## src/rtl/rpt_pkg.sv

```systemverilog
// Shared types and codes for the retransmit pending table.
// Request, result and table entry structs, request and status codes, interval reset value, sequencer states.
// No dependencies.
package rpt_pkg;

	// Request codes carried in req_type
	localparam logic [1:0] REQ_INSERT = 2'd0;
	localparam logic [1:0] REQ_DELETE = 2'd1;
	localparam logic [1:0] REQ_SCAN   = 2'd2;
	localparam logic [1:0] REQ_LOOKUP = 2'd3;

	// Result status codes
	localparam logic [2:0] ST_INSERTED = 3'd0;
	localparam logic [2:0] ST_FULL     = 3'd1;
	localparam logic [2:0] ST_DELETED  = 3'd2;
	localparam logic [2:0] ST_NOTFOUND = 3'd3;
	localparam logic [2:0] ST_RESEND   = 3'd4;
	localparam logic [2:0] ST_DONE     = 3'd5;
	localparam logic [2:0] ST_EMPTY    = 3'd6;
	localparam logic [2:0] ST_FOUND    = 3'd7;

	// Reset value of the retransmit interval register
	localparam logic [31:0] INTERVAL_RST = 32'd1000;

	typedef struct packed {
		logic [1:0]  req_type;
		logic [7:0]  msg_id;
		logic [63:0] addr_high;
		logic [63:0] addr_low;
		logic [7:0]  pkt_handle;
		logic [31:0] time_now;
	} req_t;

	typedef struct packed {
		logic [2:0]  status;
		logic [7:0]  out_msg_id;
		logic [63:0] out_addr_high;
		logic [63:0] out_addr_low;
		logic [7:0]  out_handle;
		logic        last;
	} res_t;

	typedef struct packed {
		logic [7:0]  id;
		logic [63:0] addr_hi;
		logic [63:0] addr_lo;
		logic [7:0]  handle;
		logic [31:0] sent_time;
	} entry_t;

	typedef enum logic [1:0] {
		S_IDLE,
		S_WALK,
		S_CLOSE
	} state_t;

endpackage

```

## src/rtl/rpt_ram.sv

```systemverilog
// Generic simple dual-port RAM: one write port, one read port with registered data.
// Used for the entry store of the retransmit pending table. No dependencies.
module rpt_ram #(
	parameter int WIDTH = 8,
	parameter int DEPTH = 16
) (
	input  logic                     clk,
	input  logic                     wr_en,
	input  logic [$clog2(DEPTH)-1:0] wr_addr,
	input  logic [WIDTH-1:0]         wr_data,
	input  logic                     rd_en,
	input  logic [$clog2(DEPTH)-1:0] rd_addr,
	output logic [WIDTH-1:0]         rd_data
);

	logic [WIDTH-1:0] mem [DEPTH];

	always_ff @(posedge clk) begin
		if (wr_en) begin
			mem[wr_addr] <= wr_data;
		end
		if (rd_en) begin
			rd_data <= mem[rd_addr];
		end
	end

endmodule

```

## src/rtl/retransmit_pending_table.sv

```systemverilog
// Retransmit pending table: top level with the request sequencer.
// Depends on rpt_pkg (types and codes) and rpt_ram (entry store).
//
// The table keeps up to TABLE_ENTRIES unacknowledged messages, newest first, in a
// single RAM with one read and one write port. A request is transferred when start
// is high and busy is low. Results come out on res for one cycle each, marked by
// res_valid; the receiver cannot stall them, so take every result as it appears.
// res.last marks the final result of a request. Insert into a full table and scan
// of an empty table answer in the next cycle and leave busy low. Insert, delete and
// lookup on an empty table skip the walk and go straight to the close state. Every
// other request walks the RAM one entry per cycle through its read port: insert,
// delete, scan and a missed lookup walk every entry, while a lookup that hits an
// entry ends the walk there. A scan puts out its resend results while walking
// and closes with the done result. Insert shifts entries toward the tail, delete
// shifts them toward the head, both with read and write-back in the same pass. The
// interval register may be written at any time busy is low; cfg_ready is always
// high.
module retransmit_pending_table #(
	parameter int TABLE_ENTRIES = 16
) (
	input  logic          clk,
	input  logic          arst_n,
	input  logic          start,
	output logic          busy,
	input  rpt_pkg::req_t req,
	output logic          res_valid,
	output rpt_pkg::res_t res,
	input  logic          cfg_valid,
	output logic          cfg_ready,
	input  logic [31:0]   cfg_data
);
	import rpt_pkg::*;

	localparam int IDX_W = $clog2(TABLE_ENTRIES);
	localparam int CNT_W = $clog2(TABLE_ENTRIES + 1);
	localparam logic [CNT_W-1:0] CNT_FULL = CNT_W'(TABLE_ENTRIES);
	localparam int ENT_W = $bits(entry_t);

	// Sequencer state and control
	state_t           state_q, state_d;
	logic [CNT_W-1:0] cnt_q, cnt_d;     // entries in the table
	logic [CNT_W-1:0] iss_q, iss_d;     // reads issued in this walk
	logic [IDX_W-1:0] ptr_q, ptr_d;     // next read address
	logic             pend_q, pend_d;   // read data valid this cycle
	logic             shift_q, shift_d; // delete has matched, now closing the gap
	logic [31:0]      interval_q;

	// Payload
	req_t             req_q, req_d;
	logic [IDX_W-1:0] pidx_q, pidx_d;   // address of the data on rd_ent
	res_t             res_q, res_d;
	logic             res_valid_q, res_valid_d;

	// RAM port signals
	logic             rd_en;
	logic [IDX_W-1:0] rd_addr;
	logic [ENT_W-1:0] rd_raw;
	entry_t           rd_ent;
	logic             wr_en;
	logic [IDX_W-1:0] wr_addr;
	entry_t           wr_data;

	// Shared compare and elapsed-time unit, applied to one entry per cycle
	logic [31:0]      elapsed;
	logic             id_hit;
	logic             addr_hit;

	function automatic res_t mk_res(logic [2:0] st, logic [7:0] id, logic [63:0] hi,
			logic [63:0] lo, logic [7:0] h, logic fin);
		res_t r;
		r.status        = st;
		r.out_msg_id    = id;
		r.out_addr_high = hi;
		r.out_addr_low  = lo;
		r.out_handle    = h;
		r.last          = fin;
		return r;
	endfunction

	rpt_ram #(
		.WIDTH(ENT_W),
		.DEPTH(TABLE_ENTRIES)
	) u_ram (
		.clk    (clk),
		.wr_en  (wr_en),
		.wr_addr(wr_addr),
		.wr_data(wr_data),
		.rd_en  (rd_en),
		.rd_addr(rd_addr),
		.rd_data(rd_raw)
	);

	assign rd_ent   = entry_t'(rd_raw);
	assign elapsed  = req_q.time_now - rd_ent.sent_time;
	assign id_hit   = (rd_ent.id == req_q.msg_id);
	assign addr_hit = id_hit && (rd_ent.addr_hi == req_q.addr_high)
		&& (rd_ent.addr_lo == req_q.addr_low);

	always_comb begin
		state_d     = state_q;
		cnt_d       = cnt_q;
		iss_d       = iss_q;
		ptr_d       = ptr_q;
		pend_d      = 1'b0;
		shift_d     = shift_q;
		req_d       = req_q;
		pidx_d      = pidx_q;
		res_d       = res_q;
		res_valid_d = 1'b0;
		rd_en       = 1'b0;
		rd_addr     = ptr_q;
		wr_en       = 1'b0;
		wr_addr     = pidx_q;
		wr_data     = rd_ent;

		unique case (state_q)
			S_IDLE: begin
				if (start) begin
					req_d   = req;
					iss_d   = '0;
					shift_d = 1'b0;
					// insert walks from the tail down, everything else from the head up
					if (req.req_type == REQ_INSERT) begin
						ptr_d = IDX_W'(cnt_q - CNT_W'(1));
					end else begin
						ptr_d = '0;
					end
					priority if (req.req_type == REQ_INSERT && cnt_q == CNT_FULL) begin
						res_valid_d = 1'b1;
						res_d = mk_res(ST_FULL, req.msg_id, req.addr_high, req.addr_low,
							req.pkt_handle, 1'b1);
					end else if (req.req_type == REQ_SCAN && cnt_q == '0) begin
						res_valid_d = 1'b1;
						res_d = mk_res(ST_EMPTY, 8'd0, 64'd0, 64'd0, 8'd0, 1'b1);
					end else if (cnt_q == '0) begin
						state_d = S_CLOSE;
					end else begin
						state_d = S_WALK;
					end
				end
			end

			S_WALK: begin
				// issue the next read while entries remain
				if (iss_q != cnt_q) begin
					rd_en  = 1'b1;
					pend_d = 1'b1;
					pidx_d = ptr_q;
					iss_d  = CNT_W'(iss_q + CNT_W'(1));
					if (req_q.req_type == REQ_INSERT) begin
						ptr_d = IDX_W'(ptr_q - IDX_W'(1));
					end else begin
						ptr_d = IDX_W'(ptr_q + IDX_W'(1));
					end
				end
				// evaluate the entry read last cycle
				if (pend_q) begin
					if (iss_q == cnt_q) begin
						state_d = S_CLOSE;
					end
					unique case (req_q.req_type)
						REQ_INSERT: begin
							wr_en   = 1'b1;
							wr_addr = IDX_W'(pidx_q + IDX_W'(1));
						end
						REQ_DELETE: begin
							if (shift_q) begin
								wr_en   = 1'b1;
								wr_addr = IDX_W'(pidx_q - IDX_W'(1));
							end else if (addr_hit) begin
								shift_d     = 1'b1;
								res_valid_d = 1'b1;
								res_d = mk_res(ST_DELETED, rd_ent.id, rd_ent.addr_hi,
									rd_ent.addr_lo, rd_ent.handle, 1'b1);
							end
						end
						REQ_SCAN: begin
							if (elapsed > interval_q) begin
								wr_en             = 1'b1;
								wr_data.sent_time = req_q.time_now;
								res_valid_d       = 1'b1;
								res_d = mk_res(ST_RESEND, rd_ent.id, rd_ent.addr_hi,
									rd_ent.addr_lo, rd_ent.handle, 1'b0);
							end
						end
						REQ_LOOKUP: begin
							if (id_hit) begin
								// drop the read still in flight
								state_d     = S_IDLE;
								res_valid_d = 1'b1;
								res_d = mk_res(ST_FOUND, rd_ent.id, rd_ent.addr_hi,
									rd_ent.addr_lo, rd_ent.handle, 1'b1);
							end
						end
						default: ;
					endcase
				end
			end

			S_CLOSE: begin
				state_d = S_IDLE;
				unique case (req_q.req_type)
					REQ_INSERT: begin
						wr_en             = 1'b1;
						wr_addr           = '0;
						wr_data.id        = req_q.msg_id;
						wr_data.addr_hi   = req_q.addr_high;
						wr_data.addr_lo   = req_q.addr_low;
						wr_data.handle    = req_q.pkt_handle;
						wr_data.sent_time = req_q.time_now;
						cnt_d             = CNT_W'(cnt_q + CNT_W'(1));
						res_valid_d       = 1'b1;
						res_d = mk_res(ST_INSERTED, req_q.msg_id, req_q.addr_high,
							req_q.addr_low, req_q.pkt_handle, 1'b1);
					end
					REQ_DELETE: begin
						if (shift_q) begin
							cnt_d = CNT_W'(cnt_q - CNT_W'(1));
						end else begin
							res_valid_d = 1'b1;
							res_d = mk_res(ST_NOTFOUND, req_q.msg_id, req_q.addr_high,
								req_q.addr_low, 8'd0, 1'b1);
						end
					end
					REQ_SCAN: begin
						res_valid_d = 1'b1;
						res_d = mk_res(ST_DONE, 8'd0, 64'd0, 64'd0, 8'd0, 1'b1);
					end
					REQ_LOOKUP: begin
						res_valid_d = 1'b1;
						res_d = mk_res(ST_NOTFOUND, req_q.msg_id, 64'd0, 64'd0, 8'd0, 1'b1);
					end
					default: ;
				endcase
			end

			default: state_d = S_IDLE;
		endcase
	end

	always_ff @(posedge clk or negedge arst_n) begin
		if (!arst_n) begin
			state_q     <= S_IDLE;
			cnt_q       <= '0;
			iss_q       <= '0;
			ptr_q       <= '0;
			pend_q      <= 1'b0;
			shift_q     <= 1'b0;
			res_valid_q <= 1'b0;
			interval_q  <= INTERVAL_RST;
		end else begin
			state_q     <= state_d;
			cnt_q       <= cnt_d;
			iss_q       <= iss_d;
			ptr_q       <= ptr_d;
			pend_q      <= pend_d;
			shift_q     <= shift_d;
			res_valid_q <= res_valid_d;
			if (cfg_valid && cfg_ready) begin
				interval_q <= cfg_data;
			end
		end
	end

	// Hold request, read index and result payload; no reset needed
	always_ff @(posedge clk) begin
		req_q  <= req_d;
		pidx_q <= pidx_d;
		res_q  <= res_d;
	end

	assign busy      = (state_q != S_IDLE);
	assign res_valid = res_valid_q;
	assign res       = res_q;
	assign cfg_ready = 1'b1;

	a_cnt_bound: assert property (@(posedge clk) disable iff (!arst_n)
		cnt_q <= CNT_FULL)
		else $error("entry count above table size");

	a_iss_bound: assert property (@(posedge clk) disable iff (!arst_n)
		busy |-> (iss_q <= cnt_q))
		else $error("walk issued more reads than entries");

	a_wr_src: assert property (@(posedge clk) disable iff (!arst_n)
		wr_en |-> (state_q == S_CLOSE) || pend_q)
		else $error("RAM write without evaluated entry");

	a_ins_room: assert property (@(posedge clk) disable iff (!arst_n)
		(state_q == S_CLOSE && req_q.req_type == REQ_INSERT) |-> (cnt_q != CNT_FULL))
		else $error("insert closing on a full table");

	a_resend_cont: assert property (@(posedge clk) disable iff (!arst_n)
		(res_valid && res.status == ST_RESEND) |-> (!res.last && busy))
		else $error("resend result not followed by scan close");

endmodule
```

## config.mk

```make
export PLATFORM = sky130hd
export DESIGN_NAME = retransmit_pending_table
export DESIGN_NICKNAME = d
export VERILOG_FILES = /design/src/rtl/rpt_pkg.sv /design/src/rtl/rpt_ram.sv /design/src/rtl/retransmit_pending_table.sv
export SDC_FILE = /design/constraint.sdc
export NUM_CORES = 2
export LEC_CHECK = 0
export BUFFER_PORTS_ARGS = -buffer_cell sky130_fd_sc_hd__buf_2
export CORE_MARGIN = 2
export CORE_UTILIZATION = 35
export DETAILED_ROUTE_END_ITERATION = 12
export PLACE_DENSITY = 0.61
export RECOVER_POWER = 25
export SYNTH_ARGS = -nofsm -noshare
export SYNTH_HDL_FRONTEND = slang
export SYNTH_HIERARCHICAL = 1
export SYNTH_SLANG_ARGS = --single-unit
```

## constraint.sdc

```tcl
create_clock -name clk -period 17.6 [get_ports clk]
set_input_delay 1.76 -clock clk [delete_from_list [all_inputs] [get_ports clk]]
set_output_delay 1.76 -clock clk [all_outputs]
set_load 0.03 [all_outputs]
```

==> impl_metrics.ini <==
[final_layout]
fill_cells = 33106
postLayoutCellArea_sq_um = 151000
synthToLayoutAreaGrowth_pct = 13.9
drive_above_1_share = 0.214
nets = 7200
instances_no_fill = 12186

[power]
ir_drop_uv = 107
pwr-share-clk = 0.285
combPwrFrac = 0.270
swShare = 0.326
finalPower_mw = 25.3
p_switching_mw = 8.23
p_int_mw = 17.0
power.share.sequential = 0.444
p_per_area_nw_per_um2 = 167
leakage_nw = 47.5

[critical_path]
crit_type = flop to flop
critical_path.max_fanout = 130
cp-end-kind = flop
reg2reg_slack_ns = 5.58
cp.required_ns = 18.25
cp-start-kind = flop
crit_arrival_ns = 12.67

[floorplan]
die_y_microns = 619
start_util = 0.352
dieArea_sq_um = 384000
ios = 365
die_x_microns = 619
rows = 225
core_sq_um = 376000

[global_route]
antenna_found_initial = 26
use_met2 = 0.313
grt_max_degree = 132
global_route.peak_usage_layer = met2
grt_usage = 0.187
grt_remaining_overflow = 0
grt_pass1_vias = 68242
met1_usage = 0.254
grt_pass1_wl_microns = 516000
gr-usage-met3 = 0.0243

[drt]
drtAntennaViolNets = 0
drt-initial-drc-count = 9092
dr.pass1.iters = 13
via_per_inst = 5.57
vias = 67933
drt-total-wl_microns = 366000
remaining_drc_errors = 0
avgRoutedWirePerCell_microns = 30.0

[synthesis]
ys_types = 78
avgSynthCellArea_sq_um = 20.7
synth_fp_nets = 6707
synth_area_sq_um = 133000
async_flop_share = 0.0151
synth-edff-count = 3322
synth_ff_type = edfxtp_1
synthCells = 6417
ys_ff_latch = 3373
synth.yosys.seq_area_share = 0.762
yosysWarnings = 6

[run_status]
violations = capacitance limit, slew limit
outcome = finished, violations left

[sta]
final-hold-violation-count = 0
tightest_slew_ns = 8.37
fin_crit_sh = 0.683
report.final.setup_viol = 0
relSlewSlack = -4.58
skew_ns = 0.0932
finalSetupTns_ns = 0
max_freq_ghz = 0.0832
final_max_slew_viol_count = 1056
fin_crit_ns = 12.02
worst_slack_ns = 5.58
rsz0062_at_grt = no

[place]
dp_slack_ns = 8.63
dp_hpwl_microns = 214000
io_buffers = 363
dp.cells = 11554
place.gp.congestion = 0.824
placed_cell_area_sq_um = 141000

[cts]
cts_buffer_depth = 4
cts_setup_buffers = 0
htree_levels = 5
cts_made_buffers = 348
cts_root_buf = clkbuf_16
ctsHoldBuffers = 0
cts_resized = 0
cts_tree = done
clock_sinks = 3373
clk_pin_slew_worst_paths_ns = 0.06
clkLatencyLatePin_ns = 0.95

[run]
max_cap_violations = 21

[worst_hold_path]
hp-class = flop to flop
[area by class of cell]
class	count	area, sq um	share of cell area
inverters	222	835	0.00553
multi-input cells	2478	29300	0.194
well taps	4994	6250	0.0414
flip-flops and latches	3373	101000	0.669
clock buffers	432	9110	0.0603
clock inverters	197	1910	0.0126
repair buffers	487	2520	0.0167
diodes	3	7.51	0.0000497
[flip-flops by register name (all words and copies together) (netlist names)]
register	cells
cnt_q	5
interval_q	32
iss_q	5
pend_q	1
pidx_q	4
ptr_q	4
req_q	178
res	148
res_valid	1
shift_q	1
state_q	2
u_ram/mem	2816
u_ram/rd_data	176
[metrics by stage]
step,utilization,hold WS [ns]
2_1_floorplan,-,0.480
3_3_place_gp,0.373,0.526
3_5_place_dp,0.373,0.522
4_1_cts,0.403,0.531
5_1_grt,0.401,0.560
6_report,0.401,0.534
[path summary, 6_finish.rpt]
path                                from           endpoint  depth (start not counted)
max in group asynchronous         arst_n           ptr_q[0]                          2
max reg2reg                     ptr_q[1]  u_ram/rd_data[36]                          5
min in group asynchronous         arst_n     interval_q[16]                          2
max                             ptr_q[1]  u_ram/rd_data[36]                          5
min                        interval_q[9]      interval_q[9]                          2
min reg2reg                interval_q[9]      interval_q[9]                          2
[critical path, cell delays in order (launching register included)]
cell      delay, ns
dfrtp_1        2.24
clkbuf_1       5.94
clkbuf_1       2.32
mux4_2         0.48
a22oi_1        0.40
nand2_1        0.14
[synthesized netlist by cell type (3+ instances only)]
master / count / area, sq um
mux2_2: 231 / 2600
buf_4: 15 / 113
dfstp_2: 6 / 158
buf_2: 123 / 616
inv_1: 220 / 826
edfxtp_1: 3322 / 99800
nor3_1: 20 / 100
a21oi_1: 42 / 210
a31oi_1: 4 / 25.0
a211oi_1: 6 / 45.0
a221oi_1: 20 / 175
buf_1: 28 / 105
mux4_2: 657 / 14800
a22oi_1: 297 / 2230
o22a_1: 9 / 78.8
buf_6: 10 / 113
xnor2_1: 131 / 1150
o2bb2ai_1: 32 / 280
nor4_1: 15 / 93.8
dfrtp_1: 45 / 1130
nand3_1: 20 / 100
xor2_1: 51 / 447
nand2b_1: 29 / 181
clkbuf_1: 167 / 627
and2_1: 5 / 31.3
o21ai_0: 92 / 460
o21a_1: 8 / 60.1
a311o_1: 4 / 40.0
a22o_1: 44 / 385
nand4_1: 41 / 257
o21bai_1: 3 / 22.5
a21o_1: 22 / 165
nor2_1: 61 / 229
a222oi_1: 136 / 1360
or2_2: 3 / 18.8
and3_1: 6 / 37.5
or3_1: 3 / 18.8
nor2b_1: 42 / 263
mux2i_1: 67 / 671
nand2_1: 222 / 833
ha_1: 74 / 926
o22ai_1: 4 / 25.0
nor3b_1: 3 / 22.5
o221ai_1: 29 / 254
[cells in the final DEF, fill, tap and decap left out, types with 19 or more instances in the layout]
cell	netlist	layout
xnor2_1	131	130
o2bb2ai_1	32	32
buf_12	0	19
a22o_1	44	44
a221oi_1	20	20
nor2_1	61	45
buf_4	15	87
xor2_1	51	49
bufinv_16	0	30
clkbuf_16	0	351
buf_2	123	46
mux2_1	0	49
clkinv_1	1	72
a22oi_1	297	297
mux2_2	231	182
edfxtp_1	3322	3322
nand4_1	41	41
mux4_2	657	657
nand2_1	222	222
nor2b_1	42	37
a21o_1	22	22
clkinv_2	0	60
nand3_1	20	20
inv_1	220	219
a222oi_1	136	136
o21ai_0	92	92
nand2b_1	29	29
mux2i_1	67	67
ha_1	74	73
dfrtp_1	45	44
o221ai_1	29	29
clkbuf_1	167	414
a21oi_1	42	42
[layer usage]
layer / vias to the layer above / share of wire / wire length [microns]
met5: - / 0.000038 / 14
met4: 2 / 0.032 / 11900
met3: 478 / 0.071 / 25900
met2: 3100 / 0.49 / 180000
met1: 36619 / 0.40 / 148000
li1: 27734 / - / -
[power by group through the flow]
stage	Combinational (mW)	Clock, mW	Sequential, mW
CTS	6.81	7.32	11.2
global placement	6.69	0	11.4
detailed placement	6.78	0	11.4
finish	6.83	7.20	11.2
floorplan	3.94	0	11.6
global route	7.26	7.62	11.3
[cell families (layout without fill, tap and decap cells)]
kind of cell             Yosys count  count (layout)  synth area share
AO/OA/AOI/OAI                    784             784            0.0466
XOR/XNOR                         182             182            0.0120
adder cells (fa/ha/maj)           76              76           0.00729
buffers and inverters            566            1338            0.0182
flip-flops                      3373            3373             0.762
multiplexers                     955             955             0.136
other                              1               4         0.0000283
AND/OR/NAND/NOR                  480             480            0.0171
Note: power is estimated with default switching activity, not from simulation.
